### src/design/pcg_pkg.sv
`default_nettype none
// ----------------------------------------------------------------------------
// PCG32 generator package
// Widths, constants, codes, command and status types shared by the block.
// ----------------------------------------------------------------------------
package pcg_pkg;

   localparam int unsigned StateWidth   = 64;
   localparam int unsigned StreamWidth  = 63;
   localparam int unsigned HalfWidth    = 32;
   localparam int unsigned WordWidth    = 32;
   localparam int unsigned ValueWidth   = 53;
   localparam int unsigned CmdWidth     = 2;
   localparam int unsigned CsrAddrWidth = 2;
   localparam int unsigned CsrDataWidth = 64;
   localparam int unsigned BoundWidth   = 32;

   localparam int unsigned XshShift  = 18;
   localparam int unsigned XshDrop   = 27;
   localparam int unsigned RotShift  = 59;
   localparam int unsigned RotWidth  = StateWidth - RotShift;
   localparam int unsigned HiDrop    = 5;
   localparam int unsigned LoDrop    = 6;
   localparam int unsigned HiWidth   = WordWidth - HiDrop;
   localparam int unsigned LoWidth   = WordWidth - LoDrop;

   localparam int unsigned MaxDraws     = 64;
   localparam int unsigned DrawCntWidth = $clog2(MaxDraws + 1);
   localparam int unsigned DivCntWidth  = $clog2(WordWidth);

   localparam logic [StateWidth-1:0] DefaultMult = 64'd6364136223846793005;
   // state after a reseed with zero seed, zero stream and the default multiplier
   localparam logic [StateWidth-1:0] ResetState  = 64'd6364136223846793006;
   localparam logic [StateWidth-1:0] ResetInc    = 64'd1;

   typedef enum logic [CmdWidth-1:0] {
      CMD_RESEED   = 2'd0,
      CMD_RAW      = 2'd1,
      CMD_BOUNDED  = 2'd2,
      CMD_FRACTION = 2'd3
   } cmd_type;

   typedef enum logic [CsrAddrWidth-1:0] {
      CSR_SEED   = 2'd0,
      CSR_STREAM = 2'd1,
      CSR_MULT   = 2'd2
   } csr_addr_type;

   typedef enum logic [2:0] {
      MUL_NONE = 3'd0,
      MUL_LL   = 3'd1,
      MUL_LH   = 3'd2,
      MUL_HL   = 3'd3,
      MUL_SUM  = 3'd4
   } mul_op_type;

   typedef enum logic [3:0] {
      ST_IDLE     = 4'd0,
      ST_DECODE   = 4'd1,
      ST_MUL0     = 4'd2,
      ST_MUL1     = 4'd3,
      ST_MUL2     = 4'd4,
      ST_MUL3     = 4'd5,
      ST_ADVANCE  = 4'd6,
      ST_ADD_SEED = 4'd7,
      ST_CHECK    = 4'd8,
      ST_DIV_RUN  = 4'd9,
      ST_RESULT   = 4'd10
   } ctrl_state_type;

   typedef struct packed {
      logic       load_item;
      logic       reseed_init;
      mul_op_type mul_op;
      logic       advance;
      logic       save_hi;
      logic       add_seed;
      logic       div_start_thr;
      logic       div_start_word;
      logic       save_thr;
      logic       load_result;
   } dp_cmd_type;

   typedef struct packed {
      cmd_type command;
      logic    bound_zero;
      logic    word_ok;
      logic    div_done;
   } dp_status_type;

   // XSH-RR output function of the state before the advance
   function automatic logic [WordWidth-1:0] output_word(input logic [StateWidth-1:0] s);
      logic [StateWidth-1:0]  mix;
      logic [WordWidth-1:0]   x;
      logic [RotWidth-1:0]    r;
      logic [2*WordWidth-1:0] dbl;
      mix = (s >> XshShift) ^ s;
      x   = mix[XshDrop +: WordWidth];
      r   = s[RotShift +: RotWidth];
      dbl = {x, x} >> r;
      return dbl[WordWidth-1:0];
   endfunction

endpackage
`default_nettype wire

### src/design/pcg_ifs.sv
`default_nettype none
// ----------------------------------------------------------------------------
// PCG32 channel interfaces
// Request, response and register-write channels with valid/ready handshake.
// ----------------------------------------------------------------------------
interface pcg_req_if;
   logic                            valid;
   logic                            ready;
   logic [pcg_pkg::CmdWidth-1:0]    command;
   logic [pcg_pkg::BoundWidth-1:0]  bound;
   modport source (output valid, output command, output bound, input ready);
   modport sink   (input valid, input command, input bound, output ready);
endinterface

interface pcg_rsp_if;
   logic                             valid;
   logic                             ready;
   logic [pcg_pkg::ValueWidth-1:0]   value;
   logic                             error;
   logic [pcg_pkg::StateWidth-1:0]   current_state;
   logic [pcg_pkg::StreamWidth-1:0]  current_stream;
   modport source (output valid, output value, output error, output current_state,
                   output current_stream, input ready);
   modport sink   (input valid, input value, input error, input current_state,
                   input current_stream, output ready);
endinterface

interface pcg_csr_if;
   logic                              valid;
   logic                              ready;
   logic [pcg_pkg::CsrAddrWidth-1:0]  addr;
   logic [pcg_pkg::CsrDataWidth-1:0]  data;
   modport source (output valid, output addr, output data, input ready);
   modport sink   (input valid, input addr, input data, output ready);
endinterface
`default_nettype wire

### src/design/pcg32_random_generator_top.sv
`default_nettype none
// ----------------------------------------------------------------------------
// PCG32 random generator (XSH-RR, 64-bit state, 32-bit output)
// Reseed, raw word, bounded value by rejection and 53-bit unit fraction commands.
//
//   channel   dir   beat
//   req_bus   in    command, bound
//   rsp_bus   out   value, error, current_state, current_stream
//   csr_bus   in    addr (0 seed, 1 stream, 2 multiplier), data
//
// A state advance forms three partial products on the shared 32x32 multiplier,
// sums them and then adds the increment. A reseed advances twice, a fraction
// draws two words, a zero bound returns an error without a draw; any other bounded
// value runs two remainder passes and draws until a word passes or 64 are drawn.
// One item is worked at a time; the next beat is taken while a finished
// response waits in the output register. Register writes are always ready.
// ----------------------------------------------------------------------------
module pcg32_random_generator_top (
   input wire logic  clock,
   input wire logic  reset,
   pcg_req_if.sink   req_bus,
   pcg_rsp_if.source rsp_bus,
   pcg_csr_if.sink   csr_bus
);

   pcg_pkg::dp_cmd_type    dp_cmd;
   pcg_pkg::dp_status_type dp_status;
   logic                   csr_write;

   assign csr_bus.ready = 1'b1;
   assign csr_write     = csr_bus.valid & csr_bus.ready;

   pcg_ctrl u_ctrl (
      .clock     (clock),
      .reset     (reset),
      .req_valid (req_bus.valid),
      .req_ready (req_bus.ready),
      .rsp_valid (rsp_bus.valid),
      .rsp_ready (rsp_bus.ready),
      .cmd       (dp_cmd),
      .status    (dp_status)
   );

   pcg_datapath u_datapath (
      .clock       (clock),
      .reset       (reset),
      .cmd         (dp_cmd),
      .status      (dp_status),
      .csr_write   (csr_write),
      .csr_addr    (csr_bus.addr),
      .csr_data    (csr_bus.data),
      .req_command (req_bus.command),
      .req_bound   (req_bus.bound),
      .rsp_value   (rsp_bus.value),
      .rsp_error   (rsp_bus.error),
      .rsp_state   (rsp_bus.current_state),
      .rsp_stream  (rsp_bus.current_stream)
   );

endmodule
`default_nettype wire

### src/design/pcg_divider.sv
`default_nettype none
// ----------------------------------------------------------------------------
// PCG32 remainder unit
// Restoring divider, one quotient bit per cycle, remainder only.
// ----------------------------------------------------------------------------
module pcg_divider (
   input  wire logic                             clock,
   input  wire logic                             reset,
   input  wire logic                             start,
   input  wire logic [pcg_pkg::WordWidth-1:0]    dividend,
   input  wire logic [pcg_pkg::WordWidth-1:0]    divisor,
   output      logic [pcg_pkg::WordWidth-1:0]    remainder,
   output      logic                             done
);

   logic [pcg_pkg::WordWidth-1:0]   rem_ff, rem_in;
   logic [pcg_pkg::WordWidth-1:0]   dvd_ff, dvd_in;
   logic [pcg_pkg::DivCntWidth-1:0] cnt_ff, cnt_in;
   logic                            busy_ff, busy_in;
   logic                            done_ff, done_in;
   logic [pcg_pkg::WordWidth:0]     trial;
   logic [pcg_pkg::WordWidth:0]     diff;

   always_comb begin
      trial   = {rem_ff, dvd_ff[pcg_pkg::WordWidth-1]};
      diff    = trial - {1'b0, divisor};
      rem_in  = rem_ff;
      dvd_in  = dvd_ff;
      cnt_in  = cnt_ff;
      busy_in = busy_ff;
      done_in = 1'b0;
      if (start) begin
         rem_in  = '0;
         dvd_in  = dividend;
         cnt_in  = '0;
         busy_in = 1'b1;
      end else if (busy_ff) begin
         rem_in = diff[pcg_pkg::WordWidth] ? trial[pcg_pkg::WordWidth-1:0]
                                           : diff[pcg_pkg::WordWidth-1:0];
         dvd_in = {dvd_ff[pcg_pkg::WordWidth-2:0], 1'b0};
         cnt_in = cnt_ff + 1'b1;
         if (cnt_ff == pcg_pkg::DivCntWidth'(pcg_pkg::WordWidth - 1)) begin
            busy_in = 1'b0;
            done_in = 1'b1;
         end
      end
   end

   always_ff @(posedge clock) begin
      if (reset) begin
         busy_ff <= 1'b0;
         done_ff <= 1'b0;
         cnt_ff  <= '0;
      end else begin
         busy_ff <= busy_in;
         done_ff <= done_in;
         cnt_ff  <= cnt_in;
      end
      rem_ff <= rem_in;
      dvd_ff <= dvd_in;
   end

   assign remainder = rem_ff;
   assign done      = done_ff;

endmodule
`default_nettype wire

### src/design/pcg_datapath.sv
`default_nettype none
// ----------------------------------------------------------------------------
// PCG32 datapath
// Registers, state and increment, shared 32x32 multiplier, remainder unit
// and the response register.
// ----------------------------------------------------------------------------
module pcg_datapath (
   input  wire logic                                clock,
   input  wire logic                                reset,
   input  wire pcg_pkg::dp_cmd_type                 cmd,
   output      pcg_pkg::dp_status_type              status,
   input  wire logic                                csr_write,
   input  wire logic [pcg_pkg::CsrAddrWidth-1:0]    csr_addr,
   input  wire logic [pcg_pkg::CsrDataWidth-1:0]    csr_data,
   input  wire logic [pcg_pkg::CmdWidth-1:0]        req_command,
   input  wire logic [pcg_pkg::BoundWidth-1:0]      req_bound,
   output      logic [pcg_pkg::ValueWidth-1:0]      rsp_value,
   output      logic                                rsp_error,
   output      logic [pcg_pkg::StateWidth-1:0]      rsp_state,
   output      logic [pcg_pkg::StreamWidth-1:0]     rsp_stream
);

   logic [pcg_pkg::StateWidth-1:0]   seed_ff;
   logic [pcg_pkg::StreamWidth-1:0]  stream_ff;
   logic [pcg_pkg::StateWidth-1:0]   mult_ff;
   logic [pcg_pkg::StateWidth-1:0]   state_ff, state_in;
   logic [pcg_pkg::StateWidth-1:0]   inc_ff, inc_in;
   pcg_pkg::cmd_type                 command_ff;
   logic [pcg_pkg::BoundWidth-1:0]   bound_ff;
   logic [pcg_pkg::StateWidth-1:0]   prod_ff;
   logic [pcg_pkg::StateWidth-1:0]   lo_ff;
   logic [pcg_pkg::HalfWidth-1:0]    mid_ff;
   logic [pcg_pkg::WordWidth-1:0]    word_ff;
   logic [pcg_pkg::HiWidth-1:0]      hi_ff;
   logic [pcg_pkg::WordWidth-1:0]    thr_ff;
   logic [pcg_pkg::ValueWidth-1:0]   value_ff, value_in;
   logic                             error_ff;
   logic [pcg_pkg::StateWidth-1:0]   out_state_ff;
   logic [pcg_pkg::StreamWidth-1:0]  out_stream_ff;

   logic [pcg_pkg::HalfWidth-1:0]    mul_a, mul_b;
   logic                             mul_load;
   logic [pcg_pkg::HalfWidth-1:0]    mid_sum;
   logic [pcg_pkg::WordWidth-1:0]    cur_word;
   logic                             div_start;
   logic [pcg_pkg::WordWidth-1:0]    div_dividend;
   logic [pcg_pkg::WordWidth-1:0]    div_rem;
   logic                             div_done;
   logic                             bound_zero;

   always_ff @(posedge clock) begin
      if (reset) begin
         seed_ff   <= '0;
         stream_ff <= '0;
         mult_ff   <= pcg_pkg::DefaultMult;
      end else if (csr_write) begin
         case (pcg_pkg::csr_addr_type'(csr_addr))
            pcg_pkg::CSR_SEED:   seed_ff   <= csr_data;
            pcg_pkg::CSR_STREAM: stream_ff <= csr_data[pcg_pkg::StreamWidth-1:0];
            pcg_pkg::CSR_MULT:   mult_ff   <= csr_data;
            default: ;
         endcase
      end
   end

   always_ff @(posedge clock) begin
      if (cmd.load_item) begin
         command_ff <= pcg_pkg::cmd_type'(req_command);
         bound_ff   <= req_bound;
      end
   end

   always_comb begin
      mul_a    = '0;
      mul_b    = '0;
      mul_load = 1'b0;
      case (cmd.mul_op)
         pcg_pkg::MUL_LL: begin
            mul_a    = state_ff[pcg_pkg::HalfWidth-1:0];
            mul_b    = mult_ff[pcg_pkg::HalfWidth-1:0];
            mul_load = 1'b1;
         end
         pcg_pkg::MUL_LH: begin
            mul_a    = state_ff[pcg_pkg::HalfWidth-1:0];
            mul_b    = mult_ff[pcg_pkg::StateWidth-1:pcg_pkg::HalfWidth];
            mul_load = 1'b1;
         end
         pcg_pkg::MUL_HL: begin
            mul_a    = state_ff[pcg_pkg::StateWidth-1:pcg_pkg::HalfWidth];
            mul_b    = mult_ff[pcg_pkg::HalfWidth-1:0];
            mul_load = 1'b1;
         end
         default: ;
      endcase
   end

   assign mid_sum  = mid_ff + prod_ff[pcg_pkg::HalfWidth-1:0];
   assign cur_word = pcg_pkg::output_word(state_ff);

   always_ff @(posedge clock) begin
      if (mul_load) begin
         prod_ff <= pcg_pkg::StateWidth'(mul_a) * pcg_pkg::StateWidth'(mul_b);
      end
      case (cmd.mul_op)
         pcg_pkg::MUL_LH:  lo_ff  <= prod_ff;
         pcg_pkg::MUL_HL:  mid_ff <= prod_ff[pcg_pkg::HalfWidth-1:0];
         pcg_pkg::MUL_SUM: lo_ff  <= lo_ff + {mid_sum, {pcg_pkg::HalfWidth{1'b0}}};
         default: ;
      endcase
      if (cmd.advance) begin
         word_ff <= cur_word;
      end
      if (cmd.save_hi) begin
         hi_ff <= cur_word[pcg_pkg::WordWidth-1:pcg_pkg::HiDrop];
      end
      if (cmd.save_thr) begin
         thr_ff <= div_rem;
      end
   end

   always_comb begin
      state_in = state_ff;
      inc_in   = inc_ff;
      if (cmd.reseed_init) begin
         state_in = '0;
         inc_in   = {stream_ff, 1'b1};
      end else if (cmd.advance) begin
         state_in = lo_ff + inc_ff;
      end else if (cmd.add_seed) begin
         state_in = state_ff + seed_ff;
      end
   end

   always_ff @(posedge clock) begin
      if (reset) begin
         state_ff <= pcg_pkg::ResetState;
         inc_ff   <= pcg_pkg::ResetInc;
      end else begin
         state_ff <= state_in;
         inc_ff   <= inc_in;
      end
   end

   assign bound_zero   = (bound_ff == '0);
   assign div_start    = cmd.div_start_thr | cmd.div_start_word;
   assign div_dividend = cmd.div_start_thr ? (~bound_ff + 1'b1) : word_ff;

   pcg_divider u_divider (
      .clock     (clock),
      .reset     (reset),
      .start     (div_start),
      .dividend  (div_dividend),
      .divisor   (bound_ff),
      .remainder (div_rem),
      .done      (div_done)
   );

   always_comb begin
      value_in = '0;
      case (command_ff)
         pcg_pkg::CMD_RESEED:   value_in = '0;
         pcg_pkg::CMD_RAW:      value_in = pcg_pkg::ValueWidth'(word_ff);
         pcg_pkg::CMD_BOUNDED:  value_in = bound_zero ? '0 : pcg_pkg::ValueWidth'(div_rem);
         pcg_pkg::CMD_FRACTION: value_in = {hi_ff, word_ff[pcg_pkg::WordWidth-1:pcg_pkg::LoDrop]};
         default:               value_in = '0;
      endcase
   end

   always_ff @(posedge clock) begin
      if (cmd.load_result) begin
         value_ff      <= value_in;
         error_ff      <= (command_ff == pcg_pkg::CMD_BOUNDED) && bound_zero;
         out_state_ff  <= state_ff;
         out_stream_ff <= inc_ff[pcg_pkg::StateWidth-1:1];
      end
   end

   assign status.command    = command_ff;
   assign status.bound_zero = bound_zero;
   assign status.word_ok    = (word_ff >= thr_ff);
   assign status.div_done   = div_done;

   assign rsp_value  = value_ff;
   assign rsp_error  = error_ff;
   assign rsp_state  = out_state_ff;
   assign rsp_stream = out_stream_ff;

endmodule
`default_nettype wire

### src/design/pcg_ctrl.sv
`default_nettype none
// ----------------------------------------------------------------------------
// PCG32 controller
// Sequences reseed, draws, rejection loop and remainders; owns the request and response handshakes.
// ----------------------------------------------------------------------------
module pcg_ctrl (
   input  wire logic                     clock,
   input  wire logic                     reset,
   input  wire logic                     req_valid,
   output      logic                     req_ready,
   output      logic                     rsp_valid,
   input  wire logic                     rsp_ready,
   output      pcg_pkg::dp_cmd_type      cmd,
   input  wire pcg_pkg::dp_status_type   status
);

   pcg_pkg::ctrl_state_type             state_ff, state_in;
   logic [pcg_pkg::DrawCntWidth-1:0]    draw_cnt_ff, draw_cnt_in;
   logic                                thr_phase_ff, thr_phase_in;
   logic                                rsp_valid_ff, rsp_valid_in;
   logic                                first_draw;

   assign first_draw = (draw_cnt_ff == '0);

   always_ff @(posedge clock) begin
      if (reset) begin
         state_ff     <= pcg_pkg::ST_IDLE;
         draw_cnt_ff  <= '0;
         thr_phase_ff <= 1'b0;
         rsp_valid_ff <= 1'b0;
      end else begin
         state_ff     <= state_in;
         draw_cnt_ff  <= draw_cnt_in;
         thr_phase_ff <= thr_phase_in;
         rsp_valid_ff <= rsp_valid_in;
      end
   end

   always_comb begin
      state_in     = state_ff;
      draw_cnt_in  = draw_cnt_ff;
      thr_phase_in = thr_phase_ff;
      cmd          = '0;
      cmd.mul_op   = pcg_pkg::MUL_NONE;
      req_ready    = 1'b0;
      case (state_ff)
         pcg_pkg::ST_IDLE: begin
            req_ready = 1'b1;
            if (req_valid) begin
               cmd.load_item = 1'b1;
               draw_cnt_in   = '0;
               state_in      = pcg_pkg::ST_DECODE;
            end
         end
         pcg_pkg::ST_DECODE: begin
            case (status.command)
               pcg_pkg::CMD_RESEED: begin
                  cmd.reseed_init = 1'b1;
                  state_in        = pcg_pkg::ST_MUL0;
               end
               pcg_pkg::CMD_BOUNDED: begin
                  if (status.bound_zero) begin
                     state_in = pcg_pkg::ST_RESULT;
                  end else begin
                     cmd.div_start_thr = 1'b1;
                     thr_phase_in      = 1'b1;
                     state_in          = pcg_pkg::ST_DIV_RUN;
                  end
               end
               default: state_in = pcg_pkg::ST_MUL0;
            endcase
         end
         pcg_pkg::ST_MUL0: begin
            cmd.mul_op = pcg_pkg::MUL_LL;
            state_in   = pcg_pkg::ST_MUL1;
         end
         pcg_pkg::ST_MUL1: begin
            cmd.mul_op = pcg_pkg::MUL_LH;
            state_in   = pcg_pkg::ST_MUL2;
         end
         pcg_pkg::ST_MUL2: begin
            cmd.mul_op = pcg_pkg::MUL_HL;
            state_in   = pcg_pkg::ST_MUL3;
         end
         pcg_pkg::ST_MUL3: begin
            cmd.mul_op = pcg_pkg::MUL_SUM;
            state_in   = pcg_pkg::ST_ADVANCE;
         end
         pcg_pkg::ST_ADVANCE: begin
            cmd.advance = 1'b1;
            draw_cnt_in = draw_cnt_ff + 1'b1;
            case (status.command)
               pcg_pkg::CMD_RESEED:
                  state_in = first_draw ? pcg_pkg::ST_ADD_SEED : pcg_pkg::ST_RESULT;
               pcg_pkg::CMD_BOUNDED:
                  state_in = pcg_pkg::ST_CHECK;
               pcg_pkg::CMD_FRACTION: begin
                  cmd.save_hi = first_draw;
                  state_in    = first_draw ? pcg_pkg::ST_MUL0 : pcg_pkg::ST_RESULT;
               end
               default: state_in = pcg_pkg::ST_RESULT;
            endcase
         end
         pcg_pkg::ST_ADD_SEED: begin
            cmd.add_seed = 1'b1;
            state_in     = pcg_pkg::ST_MUL0;
         end
         pcg_pkg::ST_CHECK: begin
            if (status.word_ok ||
                draw_cnt_ff == pcg_pkg::DrawCntWidth'(pcg_pkg::MaxDraws)) begin
               cmd.div_start_word = 1'b1;
               thr_phase_in       = 1'b0;
               state_in           = pcg_pkg::ST_DIV_RUN;
            end else begin
               state_in = pcg_pkg::ST_MUL0;
            end
         end
         pcg_pkg::ST_DIV_RUN: begin
            if (status.div_done) begin
               if (thr_phase_ff) begin
                  cmd.save_thr = 1'b1;
                  state_in     = pcg_pkg::ST_MUL0;
               end else begin
                  state_in = pcg_pkg::ST_RESULT;
               end
            end
         end
         pcg_pkg::ST_RESULT: begin
            if (!rsp_valid_ff || rsp_ready) begin
               cmd.load_result = 1'b1;
               state_in        = pcg_pkg::ST_IDLE;
            end
         end
         default: state_in = pcg_pkg::ST_IDLE;
      endcase
   end

   always_comb begin
      if (cmd.load_result) begin
         rsp_valid_in = 1'b1;
      end else if (rsp_ready) begin
         rsp_valid_in = 1'b0;
      end else begin
         rsp_valid_in = rsp_valid_ff;
      end
   end

   assign rsp_valid = rsp_valid_ff;

endmodule
`default_nettype wire
### src/flat_wrapper.sv
// flat-port wrapper written by rule: the top's interface ports become plain ports
module pcg32_random_generator_top_flat 
  (clock, reset, req_bus_valid, req_bus_command, req_bus_bound, req_bus_ready, rsp_bus_valid, rsp_bus_value, rsp_bus_error, rsp_bus_current_state, rsp_bus_current_stream, rsp_bus_ready, csr_bus_valid, csr_bus_addr, csr_bus_data, csr_bus_ready);
  pcg_req_if req_bus_i ();
  pcg_rsp_if rsp_bus_i ();
  pcg_csr_if csr_bus_i ();
  input wire logic clock;
  input wire logic reset;
  input wire logic [$bits(req_bus_i.valid)-1:0] req_bus_valid;
  input wire logic [$bits(req_bus_i.command)-1:0] req_bus_command;
  input wire logic [$bits(req_bus_i.bound)-1:0] req_bus_bound;
  output wire logic [$bits(req_bus_i.ready)-1:0] req_bus_ready;
  output wire logic [$bits(rsp_bus_i.valid)-1:0] rsp_bus_valid;
  output wire logic [$bits(rsp_bus_i.value)-1:0] rsp_bus_value;
  output wire logic [$bits(rsp_bus_i.error)-1:0] rsp_bus_error;
  output wire logic [$bits(rsp_bus_i.current_state)-1:0] rsp_bus_current_state;
  output wire logic [$bits(rsp_bus_i.current_stream)-1:0] rsp_bus_current_stream;
  input wire logic [$bits(rsp_bus_i.ready)-1:0] rsp_bus_ready;
  input wire logic [$bits(csr_bus_i.valid)-1:0] csr_bus_valid;
  input wire logic [$bits(csr_bus_i.addr)-1:0] csr_bus_addr;
  input wire logic [$bits(csr_bus_i.data)-1:0] csr_bus_data;
  output wire logic [$bits(csr_bus_i.ready)-1:0] csr_bus_ready;
  assign req_bus_i.valid = req_bus_valid;
  assign req_bus_i.command = req_bus_command;
  assign req_bus_i.bound = req_bus_bound;
  assign req_bus_ready = req_bus_i.ready;
  assign rsp_bus_valid = rsp_bus_i.valid;
  assign rsp_bus_value = rsp_bus_i.value;
  assign rsp_bus_error = rsp_bus_i.error;
  assign rsp_bus_current_state = rsp_bus_i.current_state;
  assign rsp_bus_current_stream = rsp_bus_i.current_stream;
  assign rsp_bus_i.ready = rsp_bus_ready;
  assign csr_bus_i.valid = csr_bus_valid;
  assign csr_bus_i.addr = csr_bus_addr;
  assign csr_bus_i.data = csr_bus_data;
  assign csr_bus_ready = csr_bus_i.ready;
  pcg32_random_generator_top u_core (.clock(clock), .reset(reset), .req_bus(req_bus_i), .rsp_bus(rsp_bus_i), .csr_bus(csr_bus_i));
endmodule
### config.mk
export PLATFORM = sky130hd
export DESIGN_NAME = pcg32_random_generator_top_flat
export DESIGN_NICKNAME = d
export VERILOG_FILES = /design/src/design/pcg_pkg.sv /design/src/design/pcg_ifs.sv /design/src/design/pcg32_random_generator_top.sv /design/src/design/pcg_divider.sv /design/src/design/pcg_datapath.sv /design/src/design/pcg_ctrl.sv /design/src/flat_wrapper.sv
export SDC_FILE = /design/constraint.sdc
export NUM_CORES = 2
export LEC_CHECK = 0
export BUFFER_PORTS_ARGS = -buffer_cell sky130_fd_sc_hd__buf_2
export CORE_UTILIZATION = 45
export DETAILED_ROUTE_END_ITERATION = 7
export PLACE_DENSITY_LB_ADDON = 0.2
export SETUP_SLACK_MARGIN = 0.1
export SLEW_MARGIN = 0
export SYNTH_ARGS = -nofsm -noshare
export SYNTH_HDL_FRONTEND = slang
export SYNTH_SLANG_ARGS = --single-unit
### constraint.sdc
create_clock -name clock -period 15.39 [get_ports clock]
set_input_delay 3.078 -clock clock [delete_from_list [all_inputs] [get_ports clock]]
set_output_delay 3.078 -clock clock [all_outputs]
set_load 0.02 [all_outputs]
==> key figures <==
Timing
  – Setup TNS: 0 ns
  – RSZ-0062 raised after global routing: no
  – Fin. max-slew vios: 0
  – Clk_skew: 0.0716 ns
  – Final worst path period need: 10.83 ns
  – Worst slew pin tran: 1.32 ns
  – Hold Worst Slack: 0.452 ns
  – Setup Viol. Count Final: 0
  – Achievable frequency: 0.0923 GHz
  – Final Cycle Share: 70.4%
  – Slew headroom: 11.9%
  – Hold Vio Cnt, Final: 0

Critical path
  – CP Class: flip-flop to flip-flop
  – Crit path top cell by count: fa_1
  – Critical Path AT: 11.34 ns
  – Family with the most delay on the worst path: adder cells
  – Worst path required time: 15.90 ns
  – Setup slack, reg-to-reg: 4.56 ns
  – Crit end category: flip-flop
  – Startpoint types: flip-flop
  – CP Buf/Inv Count: 7
  – Crit-path slowest cell: a22o_1
  – Delay of the slowest cell on the worst path: 1.11 ns
  – Crit path max fanout: 63

Worst hold path
  – Worst Hold Class: flip-flop to flip-flop

Yosys
  – Avg Cell Area, Syn: 9.19 um^2
  – Post-synthesis async set-or-reset flop share: 0%
  – Main area contributors after synthesis: fa_1 23%, edfxtp_1 19%, dfxtp_1 9.5%
  – Top_reg_cell synth: edfxtp_1
  – Register bit total from synthesis: 868
  – Share of Yosys cell area claimed by the top area cell type: 23.1%
  – Syn_nets: 10018
  – Post-synth EDFFs: 498
  – Post-synth cell types: 93
  – Mapped cell area: 0.0781 mm^2
  – YS warnings: 0
  – Register area share after synthesis: 28.6%
  – Cells after Synth: 8493
  – Largest area contributor in the netlist: fa_1

Floorplan
  – Die X: 419 um
  – Row count: 152
  – Initial core utilization: 45.4%
  – Core area: 0.172 mm^2
  – Ports: 289
  – Die Ht: 419 um
  – Die Footprint: 0.175 mm^2

Placed design
  – GPL Wtd Cong: 1.03
  – Hpwl dp: 224000 um
  – # port buffers: 287

Pwr
  – P_sw: 0.00280 W
  – Max VDD drop: 0.0953 mV
  – Flop pwr share: 37.7%
  – Sw Ratio: 37.1%
  – Leak Pwr: 37.6 nW
  – Logic gate share of total power: 30.6%
  – PwrDens: 88.6 mW/mm^2
  – Clock share of power: 31.7%
  – Internal cell power: 0.00476 W

GRT
  – Total global-route track usage: 33.4%
  – Initial antenna violation count: 24
  – Largest net degree at the start of global routing: 134
  – First-pass GRT wire length: 425000 um
  – Global route overflow: 0
  – Vias in the first global route: 63347

Clocking
  – CTS tree: yes
  – Worst-Skew Late Latency: 0.77 ns
  – Clock-pin slew of the registers on the worst-case setup and hold paths: 0.06 ns
  – CTS sink cnt: 868
  – Post-CTS Resized: 0
  – CTS Buffer Depth: 3
  – H-tree level count: 3
  – Clock root buffer: clkbuf_16
  – Inserted Clock Buffers: 96
  – Hold-fix buffers, CTS: 0
  – Post-CTS Setup Inserts: 0

Route
  – Final ANT Viol Nets: 0
  – Final WL: 294000 um
  – Vias: 64549
  – DR iter-0 viols: 6770
  – Routed WL per cell: 26.7 um
  – Pre-Repair DR Iteration Count: 6
  – Vias per inst: 5.88
  – Post-route DRC: 0

Finish
  – Final Util: 49.7%
  – Layout cells sized above 1: 8.58%
  – P&R area growth vs syn: 9.37%
  – Nets@finish: 10105

Flow run
  – MaxCap Viol Count: 0

Status
  – Run status: finished, final reports clean
-- cell usage after synthesis, types with 16 or more instances --
| master | instances |
|---|---|
| nor3_1 | 77 |
| inv_1 | 1003 |
| o22ai_1 | 16 |
| fa_1 | 901 |
| a21o_1 | 163 |
| a211oi_1 | 45 |
| xnor2_1 | 204 |
| nand2b_1 | 38 |
| clkbuf_1 | 415 |
| o21bai_1 | 51 |
| a22o_1 | 70 |
| buf_1 | 26 |
| nand3_1 | 70 |
| nand2_1 | 1337 |
| o221ai_1 | 22 |
| mux4_2 | 17 |
| o211ai_1 | 27 |
| mux2i_1 | 88 |
| o31ai_1 | 17 |
| and3_1 | 58 |
| nor2_1 | 864 |
| a221oi_1 | 23 |
| ha_1 | 519 |
| a31oi_1 | 50 |
| nand4_1 | 57 |
| dfxtp_1 | 370 |
| nor2b_1 | 31 |
| o21ai_1 | 28 |
| nand3b_1 | 41 |
| a22oi_1 | 64 |
| and2_1 | 52 |
| edfxtp_1 | 498 |
| o21ai_0 | 291 |
| mux2_2 | 20 |
| xor2_1 | 105 |
| a21oi_1 | 597 |
| o21a_1 | 28 |
-- kinds of logic after synthesis --
group / synth area share (%)
XOR/XNOR: 3.47
AO/OA/AOI/OAI: 12.9
buffers and inverters: 7.11
multiplexers: 1.93
adder cells (fa/ha/maj): 31.4
flip-flops: 28.6
other: 0.00480
AND/OR/NAND/NOR: 14.5
-- through the flow --
stage | area [um^2] | worst slack, ns | power [W] | cells
floorplan | 78100 | 2.76 | 0.00432 | 8493
global placement | 82100 | 4.81 | 0.00512 | 10792
detailed placement | 82100 | 4.64 | 0.00514 | 10792
CTS | 85400 | 4.66 | 0.00754 | 10972
global route | 85400 | 4.19 | 0.00785 | 10972
finish | 85400 | 4.56 | 0.00757 | 10979
-- cell type report --
| class | count | area [um^2] |
|---|---|---|
| Antenna cell | 7 | 17.5 |
| Tap cell | 2310 | 2890 |
| Fill cell | 16204 | 86500 |
| Clock inverter | 55 | 649 |
| Sequential cell | 868 | 22400 |
| Inverter | 1006 | 3780 |
| Multi-Input combinational cell | 6159 | 50400 |
| Timing Repair Buffer | 449 | 2660 |
| Clock buffer | 125 | 2640 |
-- flip-flops by register name (all words and copies together) (netlist names), 32 cells and up --
register / flops
u_core.u_datapath.bound_ff: 32
u_core.u_datapath.state_ff: 64
u_core.u_datapath.thr_ff: 32
u_core.u_datapath.rsp_state: 64
u_core.u_datapath.mid_ff: 32
u_core.u_datapath.word_ff: 32
u_core.u_datapath.seed_ff: 64
u_core.u_datapath.inc_ff: 63
u_core.u_datapath.rsp_value: 53
u_core.u_datapath.mult_ff: 64
u_core.u_datapath.prod_ff: 64
u_core.u_datapath.u_divider.remainder: 32
u_core.u_datapath.rsp_stream: 63
u_core.u_datapath.lo_ff: 64
u_core.u_datapath.u_divider.dvd_ff: 32
u_core.u_datapath.stream_ff: 63
-- per-layer routing --
| layer | wire (um) | GRT usage (%) |
|---|---|---|
| met4 | 20800 | 20.0 |
| met1 | 115000 | 43.5 |
| met3 | 28400 | 6.94 |
| met5 | 112 | 0 |
| met2 | 129000 | 51.3 |
-- worst min-delay path, delay by kind of cell (launching register included) --
family	cells	cell delay, ns
DFF	1	0.31
and+or+nand+nor	1	0.05
AOI/OAI and AO/OA	1	0.05
-- power by group through the flow --
stage / logic, W / registers (W) / clock network [W]
after CTS: 0.00227 / 0.00284 / 0.00242
after floorplan: 0.00154 / 0.00278 / 0
final: 0.00232 / 0.00285 / 0.00240
after global placement: 0.00224 / 0.00289 / 0
after global routing: 0.00248 / 0.00286 / 0.00251
after detailed placement: 0.00226 / 0.00289 / 0
-- placed cells by master (no fill, tap or decap), types with 22 or more instances in the layout --
cell	Yosys	layout
a21oi_1	597	596
nand2_1	1337	1336
o21ai_1	28	28
o221ai_1	22	22
xnor2_1	204	204
ha_1	519	519
nor2b_1	31	31
a22oi_1	64	37
nand3b_1	41	41
xor2_1	105	105
nand2b_1	38	37
edfxtp_1	498	498
nor3_1	77	74
o21bai_1	51	51
nor2_1	864	861
buf_4	2	162
a221oi_1	23	23
buf_2	14	286
inv_1	1003	1002
nand4_1	57	57
dfxtp_1	370	365
and3_1	58	58
clkbuf_16	0	98
o21ai_0	291	291
mux2i_1	88	88
o211ai_1	27	27
a211oi_1	45	45
and2_1	52	50
o21a_1	28	28
a22o_1	70	64
nand3_1	70	68
a21o_1	163	163
a22oi_2	0	27
fa_1	901	901
a31oi_1	50	50
-- final timing paths --
kind / startpoint / to / cells past startpoint
setup reg to reg: u_core.u_ctrl.state_ff[1] / u_core.u_datapath.prod_ff[59] / 33
hold / removal: u_core.u_datapath.stream_ff[28] / u_core.u_datapath.inc_ff[29] / 2
setup / recovery: u_core.u_ctrl.state_ff[1] / u_core.u_datapath.prod_ff[59] / 33
hold reg to reg: u_core.u_datapath.stream_ff[28] / u_core.u_datapath.inc_ff[29] / 2
Note: power is estimated with default switching activity, not from simulation.
